### src/e2v_pkg.sv
// Shared types and constants of the edge-to-vertex scatter-add unit.
// Depends on nothing; used by every module of the block.
package e2v_pkg;

  localparam int VALUE_W    = 32;
  localparam int MODE_W     = 2;
  localparam int VERTEX_W   = 10;
  localparam int LANE_W     = 6;
  localparam int STATUS_W   = 2;
  localparam int FCNT_W     = 7;
  localparam int CFG_IDX_W  = 2;
  localparam int CFG_DATA_W = 7;

  // Command codes on in_mode; the spare code behaves as a read.
  localparam logic [MODE_W-1:0] MODE_ACC  = 2'd0;
  localparam logic [MODE_W-1:0] MODE_READ = 2'd1;
  localparam logic [MODE_W-1:0] MODE_LOAD = 2'd2;

  // Result status codes.
  localparam logic [STATUS_W-1:0] ST_OK  = 2'd0;
  localparam logic [STATUS_W-1:0] ST_SAT = 2'd1;
  localparam logic [STATUS_W-1:0] ST_IGN = 2'd2;

  // Configuration register indexes.
  localparam logic [CFG_IDX_W-1:0] CFG_AGG  = 2'd0;
  localparam logic [CFG_IDX_W-1:0] CFG_FCNT = 2'd1;

  localparam logic [FCNT_W-1:0] FCNT_RESET = 7'd64;

  localparam logic signed [VALUE_W-1:0] SAT_MAX = 32'sh7FFF_FFFF;
  localparam logic signed [VALUE_W-1:0] SAT_MIN = 32'sh8000_0000;

  typedef enum logic [1:0] {
    OP_ACC,
    OP_READ,
    OP_LOAD,
    OP_IGN
  } op_t;

  typedef struct packed {
    op_t                        op;
    logic signed [VALUE_W-1:0]  value;
  } item_ctl_t;

  typedef enum logic [1:0] {
    BK_CLEAR,
    BK_IDLE,
    BK_EXEC
  } bk_state_t;

endpackage

### src/e2v_queue.sv
// Two-entry queue between the front end and the store back end.
// Depends on e2v_pkg only for house conventions; width set by its user.
module e2v_queue #(
  parameter int WIDTH = 50
) (
  input  logic             clk,
  input  logic             rst_n,
  input  logic             push,
  input  logic [WIDTH-1:0] push_data,
  input  logic             pop,
  output logic [WIDTH-1:0] pop_data,
  output logic             empty,
  output logic             full
);
  import e2v_pkg::*;

  logic [WIDTH-1:0] entries_r [2];
  logic             wr_ptr_r;
  logic             rd_ptr_r;
  logic [1:0]       count_r;
  logic [1:0]       count_nxt;

  assign empty    = (count_r == 2'd0);
  assign full     = (count_r == 2'd2);
  assign pop_data = entries_r[rd_ptr_r];

  always_comb begin
    count_nxt = count_r;
    if (push && !(pop && !empty)) begin
      count_nxt = count_r + 2'd1;
    end else if (!push && pop && !empty) begin
      count_nxt = count_r - 2'd1;
    end
  end

  always_ff @(posedge clk) begin
    if (!rst_n) begin
      wr_ptr_r <= 1'b0;
      rd_ptr_r <= 1'b0;
      count_r  <= 2'd0;
    end else begin
      count_r <= count_nxt;
      if (push) begin
        wr_ptr_r <= !wr_ptr_r;
      end
      if (pop && !empty) begin
        rd_ptr_r <= !rd_ptr_r;
      end
    end
  end

  always_ff @(posedge clk) begin
    if (push) begin
      entries_r[wr_ptr_r] <= push_data;
    end
  end

endmodule

### config.mk
export PLATFORM = sky130hd
export DESIGN_NAME = e2v_queue
export DESIGN_NICKNAME = d
export VERILOG_FILES = /design/src/e2v_pkg.sv /design/src/e2v_queue.sv
export SDC_FILE = /design/constraint.sdc
export NUM_CORES = 1
export LEC_CHECK = 0
export BUFFER_PORTS_ARGS = -buffer_cell sky130_fd_sc_hd__buf_2
export CAP_MARGIN = 0
export CORE_AREA = 2 2 112 114
export DETAILED_ROUTE_END_ITERATION = 8
export DIE_AREA = 0 0 114 116
export GPL_TIMING_DRIVEN = 0
export PLACE_DENSITY_LB_ADDON = 0.1
export SETUP_SLACK_MARGIN = 0.15
export SLEW_MARGIN = 20
export SYNTH_ARGS = -nofsm -noshare
export SYNTH_HDL_FRONTEND = slang
export SYNTH_SLANG_ARGS = --single-unit
### constraint.sdc
create_clock -name clk -period 2.94 [get_ports clk]
set_input_delay 0.441 -clock clk [delete_from_list [all_inputs] [get_ports clk]]
set_output_delay 0.441 -clock clk [all_outputs]
set_load 0.01 [all_outputs]
==> results_dict.tcl <==
set metrics [dict create \
    tightest_slew_ns 0.406 \
    required_ns 2.50 \
    synth-seq-area-share 0.757 \
    arrival_ns 1.43 \
    fin_crit_sh 0.636 \
    hold_path_class "input pin to flip-flop" \
    postCtsSetupBuffers 0 \
    holdBufCountCts 0 \
    slew_headroom 0.729 \
    firstDrtPassIters 4 \
    netlist_area_sq_um 4100 \
    clock-sinks 105 \
    clockBufferDepth 2 \
    wl_per_cell_microns 15.4 \
    drc_errors 0 \
    regArea_sq_um 3100 \
    final_max_slew_viol_count 0 \
    cts_resized 0 \
    io_pins 106 \
    grt_pass1_wl_microns 10700 \
    coreArea_sq_um 11900 \
    cap_violations 0 \
    drtAntennaViolNets 0 \
    swShare 0.198 \
    synthCells 181 \
    fin_util 0.438 \
    yosysWarningCount 0 \
    sequentialPowerShare 0.506 \
    place_ws_ns 1.32 \
    clock.fmax_mhz 535 \
    numCtsBuffers 9 \
    hold_viol 0 \
    numPortBuffers 105 \
    avgSynthCellArea_sq_um 22.6 \
    cts_max_level 3 \
    grt-ovfl-total 0 \
    dp_hpwl_microns 4740 \
    avgViaCountPerCell 4.37 \
    total_leakage_power_nw 2.05 \
    ys_types 19 \
    clk_latency_ns 0.34 \
    clockRootBuffer "clkbuf_16" \
    crit_chain "buf_6 -> buf_12 -> mux2_4 -> buf_2" \
    max_stage_delay_ns 0.32 \
    num_antenna_cells 0 \
    grt_pass1_vias 2033 \
    grt_max_degree 27 \
    power.density_nw_per_um2 660 \
    die_area_sq_um 13200 \
    fin_skew_ns 0.00500 \
    nNetsFinal 354 \
    multi_input_area_sq_um 893 \
    routed_wl_microns 6940 \
    peakVddDrop_v 0.000401 \
    drive_gt1_frac 0.600 \
    antenna_found_initial 0 \
    row_count 40 \
    timing.final.ws_setup_ns 1.07 \
    final.fill_count 1092 \
    drtIter0Drc 81 \
    path_clk_slew_ns 0.07 \
    ys_seq_elements 105 \
    path_class "flip-flop to output pin" \
    setup_viol 0 \
    cpMaxStageDelayCell "dfxtp_1" \
    track_usage 0.110 \
    syn_to_final_growth_pct 27.2 \
    comb_power_share 0.113 \
    rsz0062_at_grt "no" \
    power.internal_w 0.00276 \
    die_y_microns 116 \
    layout_commonest_cell "buf_2" \
    die_x_microns 114 \
    synth_nets 235 \
    via_count 1974 \
    net-switching-power_w 0.000681 \
    place_congestion 0.666 \
    status "finished, final reports clean" \
    cts_tree "built" \
    critical_path.max_fanout 10 \
    end_kind "output pin" \
    start_kind "flip-flop" \
    layout_common_cells "105 x buf_2, 100 x edfxtp_1, 50 x mux2_4, 9 x clkbuf_16, 8 x buf_12" \
    start_util 0.344 \
    period_minus_slack_ns 1.87 \
    power_frac_clock 0.382 \
]
==> final cells by class <==
cell class              instances  share of cell area
plain buffers                   6              0.0214
clock buffers                   9              0.0432
clock inverters                 7              0.0209
multi-input cells              70               0.171
flip-flops and latches        105               0.595
well taps                     147              0.0353
repair buffers                108               0.112
==> worst max-delay path: cells and delay by family (launching register included) <==
kind | cells | cell delay [ns]
buf+inv | 3 | 0.46
flops | 1 | 0.32
mux | 1 | 0.31
==> path summary, 6_finish.rpt <==
path | startpoint | end | slack (ns) | cells past startpoint
min | push_data[31] | entries_r[0][31] | 0.29 | 1
max | flip-flop | pop_data[3] | 1.07 | 4
max reg2reg | wr_ptr_r | entries_r[1][40] | 1.57 | 2
min reg2reg | count_r[1] | count_r[1] | 0.60 | 2
==> logic make-up after synthesis <==
group                     count (synthesis)  share of synthesized area
muxes                                    51                      0.186
DFF                                     105                      0.757
xor gates and xnor gates                  1                    0.00214
AOI/OAI and AO/OA                         5                    0.00824
buffers and inverters                     6                     0.0272
and+or+nand+nor                          13                     0.0195
==> metrics by stage <==
step	power [W]	hold slack [ns]	TNS [ns]	std cells	cell area, sq um
2_1_floorplan	0.00201	0.540	0	181	4100
3_3_place_gp	0.00216	0.570	-26.86	433	4810
3_5_place_dp	0.00217	0.579	0	436	4880
4_1_cts	0.00350	0.271	0	452	5210
5_1_grt	0.00358	0.270	0	452	5210
6_report	0.00344	0.289	0	452	5210
==> cells in the mapped netlist, drive strengths merged <==
cell type,instances,area share
mux2i,1,0.0024
mux2,50,0.18
xnor2,1,0.0021
dfxtp,5,0.024
buf,6,0.027
nor2,2,0.0018
o21ai,1,0.0012
o211ai,1,0.0018
a21oi,2,0.0034
nand2b,2,0.0031
edfxtp,100,0.73
nor2b,3,0.0046
o21a,1,0.0018
and2b,1,0.0024
and2,3,0.0046
nand4b,1,0.0021
nand2,1,0.00092
==> power by group through the flow <==
stage	Clock (W)	Sequential, W	Combinational [W]
final	0.00131	0.00174	0.000387
after floorplan	0	0.00177	0.000240
after detailed placement	0	0.00177	0.000398
after CTS	0.00136	0.00174	0.000399
after global routing	0.00141	0.00175	0.000419
after global placement	0	0.00178	0.000383
==> per-layer routing <==
metal / routed length [microns] / global-route usage / share of wire
met5: 0 / 0 / 0
met1: 2960 / 0.123 / 0.43
met4: 124 / 0.0512 / 0.018
met3: 520 / 0.0476 / 0.075
met2: 3340 / 0.182 / 0.48
==> sequential cells by signal (all words and copies together) (netlist names), named ones only <==
signal,cells
entries_r,100
wr_ptr_r,1
rd_ptr_r,1
count_r,2
Power figures use the tool's default switching activity.
