### config.mk
export PLATFORM = sky130hd
export DESIGN_NAME = e2v_front
export DESIGN_NICKNAME = d
export VERILOG_FILES = /design/src/e2v_pkg.sv /design/src/e2v_front.sv
export SDC_FILE = /design/constraint.sdc
export NUM_CORES = 1
export LEC_CHECK = 0
export ABC_AREA = 1
export BUFFER_PORTS_ARGS = -buffer_cell sky130_fd_sc_hd__buf_2
export CORE_MARGIN = 3
export CORE_UTILIZATION = 32
export CTS_BUF_LIST = sky130_fd_sc_hd__clkbuf_8
export DETAILED_ROUTE_END_ITERATION = 12
export PLACE_DENSITY = 0.86
export RECOVER_POWER = 100
export SYNTH_ARGS = -nofsm -noshare
export SYNTH_HDL_FRONTEND = slang
export SYNTH_SLANG_ARGS = --single-unit
### constraint.sdc
create_clock -name clk -period 1.4 [get_ports clk]
set_clock_uncertainty 0.1 [all_clocks]
set_input_delay 0.21 -clock clk [delete_from_list [all_inputs] [get_ports clk]]
set_output_delay 0.21 -clock clk [all_outputs]
set_load 0.05 [all_outputs]
### src/e2v_pkg.sv
// Shared types and constants of the edge-to-vertex scatter-add unit.
// Depends on nothing; used by every module of the block.
package e2v_pkg;

  localparam int VALUE_W    = 32;
  localparam int MODE_W     = 2;
  localparam int VERTEX_W   = 10;
  localparam int LANE_W     = 6;
  localparam int STATUS_W   = 2;
  localparam int FCNT_W     = 7;
  localparam int CFG_IDX_W  = 2;
  localparam int CFG_DATA_W = 7;

  // Command codes on in_mode; the spare code behaves as a read.
  localparam logic [MODE_W-1:0] MODE_ACC  = 2'd0;
  localparam logic [MODE_W-1:0] MODE_READ = 2'd1;
  localparam logic [MODE_W-1:0] MODE_LOAD = 2'd2;

  // Result status codes.
  localparam logic [STATUS_W-1:0] ST_OK  = 2'd0;
  localparam logic [STATUS_W-1:0] ST_SAT = 2'd1;
  localparam logic [STATUS_W-1:0] ST_IGN = 2'd2;

  // Configuration register indexes.
  localparam logic [CFG_IDX_W-1:0] CFG_AGG  = 2'd0;
  localparam logic [CFG_IDX_W-1:0] CFG_FCNT = 2'd1;

  localparam logic [FCNT_W-1:0] FCNT_RESET = 7'd64;

  localparam logic signed [VALUE_W-1:0] SAT_MAX = 32'sh7FFF_FFFF;
  localparam logic signed [VALUE_W-1:0] SAT_MIN = 32'sh8000_0000;

  typedef enum logic [1:0] {
    OP_ACC,
    OP_READ,
    OP_LOAD,
    OP_IGN
  } op_t;

  typedef struct packed {
    op_t                        op;
    logic signed [VALUE_W-1:0]  value;
  } item_ctl_t;

  typedef enum logic [1:0] {
    BK_CLEAR,
    BK_IDLE,
    BK_EXEC
  } bk_state_t;

endpackage

### src/e2v_front.sv
// Front end: configuration registers, command acceptance and classification.
// Depends on e2v_pkg; feeds e2v_queue.
module e2v_front #(
  parameter int MAX_VERTICES = 1024,
  parameter int MAX_FEATURES = 64,
  parameter int ADDR_W       = 16
) (
  input  logic                              clk,
  input  logic                              rst_n,
  input  logic                              start,
  output logic                              busy,
  input  logic [e2v_pkg::MODE_W-1:0]        in_mode,
  input  logic [e2v_pkg::VERTEX_W-1:0]      in_row_vertex,
  input  logic [e2v_pkg::VERTEX_W-1:0]      in_edge_target,
  input  logic [e2v_pkg::LANE_W-1:0]        in_lane,
  input  logic signed [e2v_pkg::VALUE_W-1:0] in_value,
  input  logic                              cfg_we,
  input  logic [e2v_pkg::CFG_IDX_W-1:0]     cfg_index,
  input  logic [e2v_pkg::CFG_DATA_W-1:0]    cfg_wdata,
  input  logic                              q_full,
  input  logic                              clearing,
  output logic                              push,
  output e2v_pkg::item_ctl_t                push_ctl,
  output logic [ADDR_W-1:0]                 push_addr
);
  import e2v_pkg::*;

  logic              agg_r;
  logic [FCNT_W-1:0] fcnt_r;
  logic [VERTEX_W-1:0] vtx;
  logic [31:0]       addr_full;
  logic              ignore;

  always_ff @(posedge clk) begin
    if (!rst_n) begin
      agg_r  <= 1'b0;
      fcnt_r <= FCNT_RESET;
    end else if (cfg_we) begin
      if (cfg_index == CFG_AGG) begin
        agg_r <= cfg_wdata[0];
      end else if (cfg_index == CFG_FCNT) begin
        fcnt_r <= cfg_wdata;
      end
    end
  end

  assign busy = q_full || clearing;
  assign push = start && !busy;

  always_comb begin
    if (in_mode == MODE_ACC) begin
      vtx = agg_r ? in_row_vertex : in_edge_target;
    end else begin
      vtx = in_row_vertex;
    end
    ignore = ({1'b0, in_lane} >= fcnt_r) ||
             (32'(in_lane) >= 32'(MAX_FEATURES)) ||
             (32'(vtx) >= 32'(MAX_VERTICES));
    addr_full = 32'(vtx) * 32'(MAX_FEATURES) + 32'(in_lane);
    push_addr = addr_full[ADDR_W-1:0];
    push_ctl.value = in_value;
    if (ignore) begin
      push_ctl.op = OP_IGN;
    end else if (in_mode == MODE_ACC) begin
      push_ctl.op = OP_ACC;
    end else if (in_mode == MODE_LOAD) begin
      push_ctl.op = OP_LOAD;
    end else begin
      push_ctl.op = OP_READ;
    end
  end

endmodule

==> results_dict.tcl, run 1 <==
set metrics [dict create \
    synth_top_family_by_area "buffers and inverters" \
    synth_xor_area_share_pct 0 \
    gp_congestion 0.733 \
    yosysTopAreaCellShare_pct 32.1 \
    num_rows 18 \
    fin_area_um2 1390 \
    final_common_cell "buf_2" \
    nets 258 \
    yosysSeqAreaShare_pct 17.1 \
    cp_common_cell "nand2_2" \
    holdCritStartpoint "cfg_wdata[6]" \
    die_area_um2 3610 \
    reg2reg_from "fcnt_r[6]$_SDFFE_PN1P_" \
    cts_buffers 3 \
    powerDensity_nw_per_um2 763 \
    grt_usage_pct 14.1 \
    synthCells 146 \
    die_h_um 60.1 \
    cts-htree-levels 1 \
    clockBufferDepth 2 \
    hold_class "primary input to flop" \
    synth_area_um2 936 \
    path_max_fanout 2 \
    core-area_um2 2640 \
    grt_pass1_vias 898 \
    final_cell_mix "buf_2, nand2_1, nand2_2, nor2_1" \
    p_leak_uw 0.000687 \
    crit_slowest_cell "dfxtp_2" \
    end_kind "primary output" \
    syn_nets 227 \
    cts-hold-fix-buffers 0 \
    cp-start-kind "flop" \
    clk_pin_slew_ns 0.04 \
    ir_worst_vdd_v 0.000537 \
    cts_num_sinks 8 \
    synthMuxAreaShare_pct 0 \
    synth_fa_ha_area_share_pct 8.02 \
    finalMaxSlewViolations 0 \
    via_per_inst 4.64 \
    rsz0062_at_grt "yes" \
    fmax_mhz 590 \
    setup_viol 12 \
    worst_pin_slew_ns 0.600 \
    worstSetupStartpoint "fcnt_r[4]$_SDFFE_PN0P_" \
    hold-worst-slack_ns 0.0835 \
    die-width_um 60.1 \
    critPathKind "flop to primary output" \
    cts_tree "done" \
    grt_pass1_wl_um 3800 \
    clk_root_buffer_cell "clkbuf_8" \
    setup_slack_ns -0.296 \
    wl_per_cell_um 13.2 \
    hpwl_um 1900 \
    yosysUniqueCellTypes 16 \
    wl_um 2700 \
    yosysTopAreaCell "buf_4" \
    avgSynthCellArea_um2 6.41 \
    num_vias 952 \
    critPathMaxStageDelay_ns 0.33 \
    yosys-top-cells-area "buf_4, dfxtp_1, nand2_1" \
    numPortBuffers 62 \
    drc 0 \
    clkLatencyLatePin_ns 0.23 \
    status "finished with violations" \
    ant_nets 0 \
    slew_headroom_pct 60.2 \
    antenna_found_initial 0 \
    maxCapViolCount 0 \
    drt_pre_antenna_iters 4 \
    critPathTopFamily "flip-flops" \
    layout-drive-gt1-share_pct 64.6 \
    fillers 248 \
    post-route-period-util_pct 121 \
    dr.first_iter.drc_count 23 \
    syn_to_final_growth_pct 48.3 \
    failed_checks "negative setup slack" \
    required_ns 1.09 \
    synth-seq-cells 8 \
    synth-compound-area-share_pct 5.48 \
    synth_warnings 0 \
    grt_overflow 0 \
    ios 127 \
    cp.arrival_ns 1.39 \
    yosys.area_share.simple_pct 30.7 \
    antenna_cells 0 \
    grt_max_degree 13 \
    hold_violations 0 \
    tns_ns -1.44 \
    crit_buf_inv 2 \
    fin_crit_ns 1.70 \
    dpl_cell_area_um2 1060 \
    path_cells "inv_2 > ha_4 > nand2_2 > nand2_2 > a21oi_4 > nand3_4 > buf_8" \
    start_util_pct 35.5 \
]
state kept, by name, summed over array words and instances (netlist names):
| name | count |
|---|---|
| agg_r | 1 |
| fcnt_r | 7 |
stage by stage:
stage               utilization (%)  setup WS, ns  instances  power, uW
finish                         52.7        -0.296        205       1060
global route                   52.7        -0.359        205       1120
CTS                            51.3        -0.299        205       1040
detailed placement             40.4        -0.178        200        653
global placement               40.4        -0.144        200        647
floorplan                         -       -0.0138        146        783
routing by layer:
| metal | GRT usage [%] | routed length (um) | vias up |
|---|---|---|---|
| li1 | - | - | 477 |
| met1 | 15.8 | 995 | 425 |
| met2 | 21.9 | 1440 | 48 |
| met3 | 6.26 | 234 | 2 |
| met4 | 7.91 | 27 | 0 |
| met5 | 0 | 0 | - |
path summary, 6_finish.rpt:
kind,slack (ns),to,cells after the start
worst min-delay path,0.08,fcnt_r[6]$_SDFFE_PN1P_,3
worst max-delay path,-0.30,push_ctl[32],7
worst max register to register,0.59,fcnt_r[6]$_SDFFE_PN1P_,2
worst min register to register,0.38,fcnt_r[3]$_SDFFE_PN0P_,2
logic make-up (layout without fill, tap and decap cells):
family | Yosys count | count (layout)
compound gates | 10 | 10
fa+ha+maj | 6 | 6
buf+inv | 56 | 85
flops | 8 | 8
simple gates | 66 | 66
final cells by class:
cell class                 instances  area, um^2  share of cell area, %
inverter                          16        63.8                   4.60
multi-input combinational         82         621                   44.7
sequential                         8         166                   12.0
clock buffer                       3        41.3                   2.98
timing repair buffer              66         458                   33.0
tap                               30        37.5                   2.71
synth_stat cells:
| cell | n |
|---|---|
| buf_4 | 40 |
| nand2_1 | 31 |
| nor2_1 | 16 |
| inv_1 | 15 |
| nand3_1 | 14 |
| dfxtp_1 | 8 |
| o21ai_0 | 7 |
| ha_1 | 6 |
| a21oi_1 | 2 |
| a31oi_1 | 1 |
| clkinv_2 | 1 |
| nand2_2 | 1 |
| nand3_4 | 1 |
| nor2_2 | 1 |
| nor3_1 | 1 |
| or2_2 | 1 |
worst min-delay path, cell delays in order:
cell and delay (ns):
buf_2 0.07, nand2_1 0.04, nand3_1 0.05
report_power, final:
group	internal [uW]	switching, uW
Combinational	214	320
Clock	186	86.1
Sequential	243	10.7
repair_timing:
action                     4_1_cts  5_1_grt
gates cloned                     1        0
setup endpoints to repair       12       12
gates resized for setup         60       16
setup buffers                    1        0
pin swaps                       19        4
(Power assumes the default switching activity.)
==> run 2: changes to the inputs <==
Settings changed: RECOVER_POWER 100 to 25.
==> run 2 against run 1 <==
Net effect:
- the run still ends with negative setup slack left
- critical path depth is the same
- total power grew 0.56%
- count of clock-buffer cells in the layout is the same
- non-clock buffer count is the same
- register-to-register slack is essentially flat
- clock power is essentially flat
- setup slack is essentially flat
- sequential power is essentially flat
- first-iteration DRC count grew 13%
- routed wire length shrank 0.63%
- global-route usage is the same
- critical path type unchanged
- largest power group unchanged
==> results_dict.tcl, run 2 (synthesis results as in run 1) <==
set metrics [dict create \
    status "finished with violations" \
    failed_checks "negative setup slack" \
    fmax_mhz 589 \
    ir_worst_vdd_v 0.000538 \
    hold-worst-slack_ns 0.0830 \
    reg2reg_to "fcnt_r[6]$_SDFFE_PN1P_" \
    wl_um 2680 \
    ios 127 \
    layout-drive-gt1-share_pct 69.1 \
    largest_reg_flops 7 \
    p_leak_uw 0.000712 \
    path_cells "inv_2 > ha_4 > nand2_2 > nand2_2 > a21oi_4 > nand3_4 > buf_8" \
    critPathMaxStageDelay_ns 0.33 \
    cts-htree-levels 1 \
    pwr-share-clk_pct 25.5 \
    final_common_cell "buf_2" \
    final_cell_mix "buf_2, nand2_1, nand2_2, nor2_1" \
    cp_common_cell "nand2_2" \
    via_per_inst 4.62 \
    powerDensity_nw_per_um2 756 \
    cts_tree "done" \
    setup_viol 12 \
    cts_buffers 3 \
    antenna_cells 0 \
    worstSetupStartpoint "fcnt_r[4]$_SDFFE_PN0P_" \
    clkLatencyLatePin_ns 0.23 \
    nets 258 \
    ant_nets 0 \
    cp.arrival_ns 1.39 \
    largest-register "fcnt_r" \
    hold_class "primary input to flop" \
    switching_share_pct 39.3 \
    seqPwrFrac_pct 23.8 \
    numPortBuffers 62 \
    r2r_slack_ns 0.59 \
    clk_root_buffer_cell "clkbuf_8" \
    fin_crit_ns 1.70 \
    grt_overflow 0 \
    num_rows 18 \
    hpwl_um 1900 \
    reg2reg_from "fcnt_r[6]$_SDFFE_PN1P_" \
    worst_pin_slew_ns 0.283 \
    wl_per_cell_um 13.1 \
    clk_pin_slew_ns 0.04 \
    die_h_um 60.1 \
    required_ns 1.09 \
    grt_max_degree 13 \
    end_kind "primary output" \
    die_area_um2 3610 \
    start_util_pct 35.5 \
    drt_pre_antenna_iters 4 \
    antenna_found_initial 0 \
    critPathKind "flop to primary output" \
    r2r_cells 2 \
    post-route-period-util_pct 121 \
    rsz0062_at_grt "yes" \
    grt_usage_pct 14.1 \
    endpoint "push_ctl[32]" \
    path_depth 7 \
    tns_ns -1.33 \
    fillers 242 \
    cp-start-kind "flop" \
    crit_slowest_cell "dfxtp_2" \
    p_sw_uw 418 \
    gp_congestion 0.733 \
    hold_violations 0 \
    drc 0 \
    clockBufferDepth 2 \
    grt_pass1_vias 898 \
    critPathTopFamily "flip-flops" \
    syn_to_final_growth_pct 50.5 \
    num_vias 947 \
    p_int_uw 646 \
    slew_headroom_pct 81.1 \
    crit_buf_inv 2 \
    dr.first_iter.drc_count 26 \
    finalMaxSlewViolations 0 \
    cts_num_sinks 8 \
    top_regs "fcnt_r: 7 flops, agg_r: 1 flops" \
    setup_slack_ns -0.296 \
    combPwrFrac_pct 50.6 \
    path_max_fanout 2 \
    maxCapViolCount 0 \
    die-width_um 60.1 \
    core-area_um2 2640 \
    grt_pass1_wl_um 3800 \
]
run 2: layout make-up:
class                      count  area, um^2  area share (%)
tap                           30        37.5            2.66
inverter                      16        63.8            4.53
sequential                     8         168            11.9
timing repair buffer          66         465            33.0
clock buffer                   3        41.3            2.93
multi-input combinational     82         633            44.9
run 2: tightest hold or removal path, cell delays in order:
cell	delay, ns
buf_2	0.07
nand2_1	0.04
nand3_1	0.05
run 2: routing by layer:
layer	share of wire [%]	track usage, %
met2	53	21.9
met3	8.9	6.26
met5	0	0
met1	37	15.8
met4	1.0	7.91
run 2: how the worst min path moves through the flow:
stage                       startpoint                     end  slack (ns)  cells after the start
after CTS                 cfg_wdata[6]  fcnt_r[6]$_SDFFE_PN1P_        0.07                      3
after global routing      cfg_wdata[6]  fcnt_r[6]$_SDFFE_PN1P_         0.1                      3
after detailed placement  cfg_wdata[6]  fcnt_r[6]$_SDFFE_PN1P_        0.31                      3
after global placement    cfg_wdata[6]  fcnt_r[6]$_SDFFE_PN1P_        0.31                      3
after floorplan                  rst_n  fcnt_r[6]$_SDFFE_PN1P_        0.19                      1
final                     cfg_wdata[6]  fcnt_r[6]$_SDFFE_PN1P_        0.08                      3
run 2: timing repair:
action	4_1_cts	5_1_grt
cloned	1	0
buffers inserted	1	0
gates resized for setup	60	16
endpoints found under the setup margin	12	12
pin swaps	19	4
hold buffers	0	0
run 2: power by group through the flow:
stage | sequential (uW) | clock, uW | combinational (uW)
finish | 254 | 272 | 539
global route | 255 | 297 | 576
CTS | 252 | 283 | 501
detailed placement | 253 | 0 | 400
global placement | 252 | 0 | 395
floorplan | 251 | 0 | 532
run 2: stage by stage:
step / std cells / setup WS, ns / utilization (%) / area, um^2 / power [uW]
2_1_floorplan: 146 / -0.0138 / - / 990 / 783
3_3_place_gp: 200 / -0.144 / 40.4 / 1060 / 647
3_5_place_dp: 200 / -0.178 / 40.4 / 1060 / 653
4_1_cts: 205 / -0.299 / 51.3 / 1350 / 1040
5_1_grt: 205 / -0.359 / 53.5 / 1410 / 1130
6_report: 205 / -0.296 / 53.5 / 1410 / 1060
==> run 3: changes to the inputs <==
Settings changed: BUFFER_PORTS_ARGS -buffer_cell sky130_fd_sc_hd__buf_2 to -buffer_cell sky130_fd_sc_hd__buf_4.
==> run 3 against run 2 <==
Net effect:
- the run still ends with negative setup slack left
- critical path depth unchanged
- clock power decreased by 2%
- worst hold slack improved by 0.0023 ns
- via count increased by 1.1%
- first-iteration DRC count increased by 130%
- final cell count increased by 0.49%
- global-route usage increased by 0.66 points
- setup slack got worse by 0.0077 ns
- sequential share of layout area decreased by 1.1 points
- count of clock-buffer cells in the layout unchanged
- non-clock buffer count increased by 1
- largest cell class unchanged
- largest power group unchanged
==> results_dict.tcl, run 3 (synthesis results as in run 1) <==
set metrics [dict create \
    num_rows 18 \
    p_leak_uw 0.000765 \
    hold_class "primary input to flop" \
    post-route-period-util_pct 122 \
    cts-htree-levels 1 \
    clkLatencyLatePin_ns 0.22 \
    dpl_cell_area_um2 1230 \
    drt_pre_antenna_iters 4 \
    ant_nets 0 \
    cts_buffers 3 \
    finalMaxSlewViolations 0 \
    tns_ns -1.44 \
    fin_crit_ns 1.70 \
    grt_util_met1_pct 14.9 \
    cts_tree "done" \
    top_regs "fcnt_r: 7 flops, agg_r: 1 flops" \
    hold-worst-slack_ns 0.0853 \
    ir_worst_vdd_v 0.000429 \
    ios 127 \
    required_ns 1.09 \
    worst_pin_slew_ns 0.271 \
    failed_checks "negative setup slack" \
    preCtsSetupSlack_ns -0.126 \
    grt_overflow 0 \
    layout-drive-gt1-share_pct 69.3 \
    syn_to_final_growth_pct 66.4 \
    top_usage_layer "met2" \
    hold_violations 0 \
    grt_pass1_wl_um 3990 \
    largest-register "fcnt_r" \
    cp.arrival_ns 1.39 \
    final_cell_mix "buf_4, nand2_1, nand2_2" \
    end_kind "primary output" \
    fin_area_um2 1560 \
    core-area_um2 2640 \
    grt_usage_pct 14.7 \
    via_per_inst 4.65 \
    clockBufferDepth 2 \
    die-width_um 60.1 \
    met2_usage_pct 25.2 \
    gp_congestion 0.803 \
    start_util_pct 35.5 \
    cp-start-kind "flop" \
    largest_reg_flops 7 \
    path_max_fanout 2 \
    grt_max_degree 11 \
    numPortBuffers 62 \
    final_common_cell "buf_4" \
    gr-usage-met3_pct 5.62 \
    status "finished with violations" \
    cts_num_sinks 8 \
    die_area_um2 3610 \
    clk_root_buffer_cell "clkbuf_8" \
    antenna_found_initial 0 \
    antenna_cells 0 \
    finalPower_uw 1100 \
    setup_slack_ns -0.304 \
    rsz0062_at_grt "yes" \
    wl_um 2830 \
    fmax_mhz 587 \
    slew_headroom_pct 81.9 \
    num_vias 957 \
    die_h_um 60.1 \
    clk_pin_slew_ns 0.04 \
    wl_per_cell_um 13.7 \
    maxCapViolCount 0 \
    setup_viol 12 \
    hpwl_um 2000 \
    powerDensity_nw_per_um2 709 \
    grt_pass1_vias 965 \
    dr.first_iter.drc_count 59 \
    nets 259 \
    critPathKind "flop to primary output" \
    drc 0 \
    cts-hold-fix-buffers 0 \
]
[run 3: critical path, stage by stage, from the launching register on]
cell,delay [ns]
dfxtp_2,0.32
inv_2,0.04
ha_4,0.23
a21oi_1,0.14
nand2_1,0.08
nand2_2,0.12
nand3_4,0.08
buf_8,0.15
[run 3: power by group]
part           switching, uW  internal, uW  leakage (uW)  total (uW)
registers               9.93           243     0.0000680         253
logic                    327           259      0.000676         586
clock network           80.5           185     0.0000216         266
[run 3: per-stage QoR]
| stage | cells | utilization [%] |
|---|---|---|
| after floorplan | 146 | - |
| after global placement | 202 | 46.9 |
| after detailed placement | 202 | 46.9 |
| after CTS | 206 | 56.4 |
| after global routing | 206 | 59.1 |
| final | 206 | 59.1 |
[run 3: final cells by class]
cell class	count	area, um^2
Clock buffer	3	41.3
Fill cell	237	1080
Timing Repair Buffer	67	606
Sequential cell	8	168
Multi-Input combinational cell	82	642
Tap cell	30	37.5
Inverter	16	63.8
[run 3: timing repair]
item / CTS / global route
pin swaps: 21 / 9
buffers inserted: 1 / 0
gates resized for setup: 49 / 19
setup endpoints to repair: 12 / 12
[run 3: routing by layer]
layer | share of wire, % | up-vias
met2 | 55 | 48
met3 | 8.0 | 8
met5 | 0 | -
li1 | - | 477
met4 | 2.7 | 0
met1 | 34 | 424
[run 3: path summary, 6_finish.rpt]
path                                              from                      to  slack, ns  depth (start not counted)
worst max-delay path            fcnt_r[2]$_SDFFE_PN0P_            push_ctl[33]      -0.30                          7
worst max register to register      agg_r$_SDFFE_PN0P_      agg_r$_SDFFE_PN0P_       0.55                          3
worst min-delay path                      cfg_wdata[6]  fcnt_r[6]$_SDFFE_PN1P_       0.09                          3
worst min register to register  fcnt_r[2]$_SDFFE_PN0P_  fcnt_r[2]$_SDFFE_PN0P_       0.38                          2
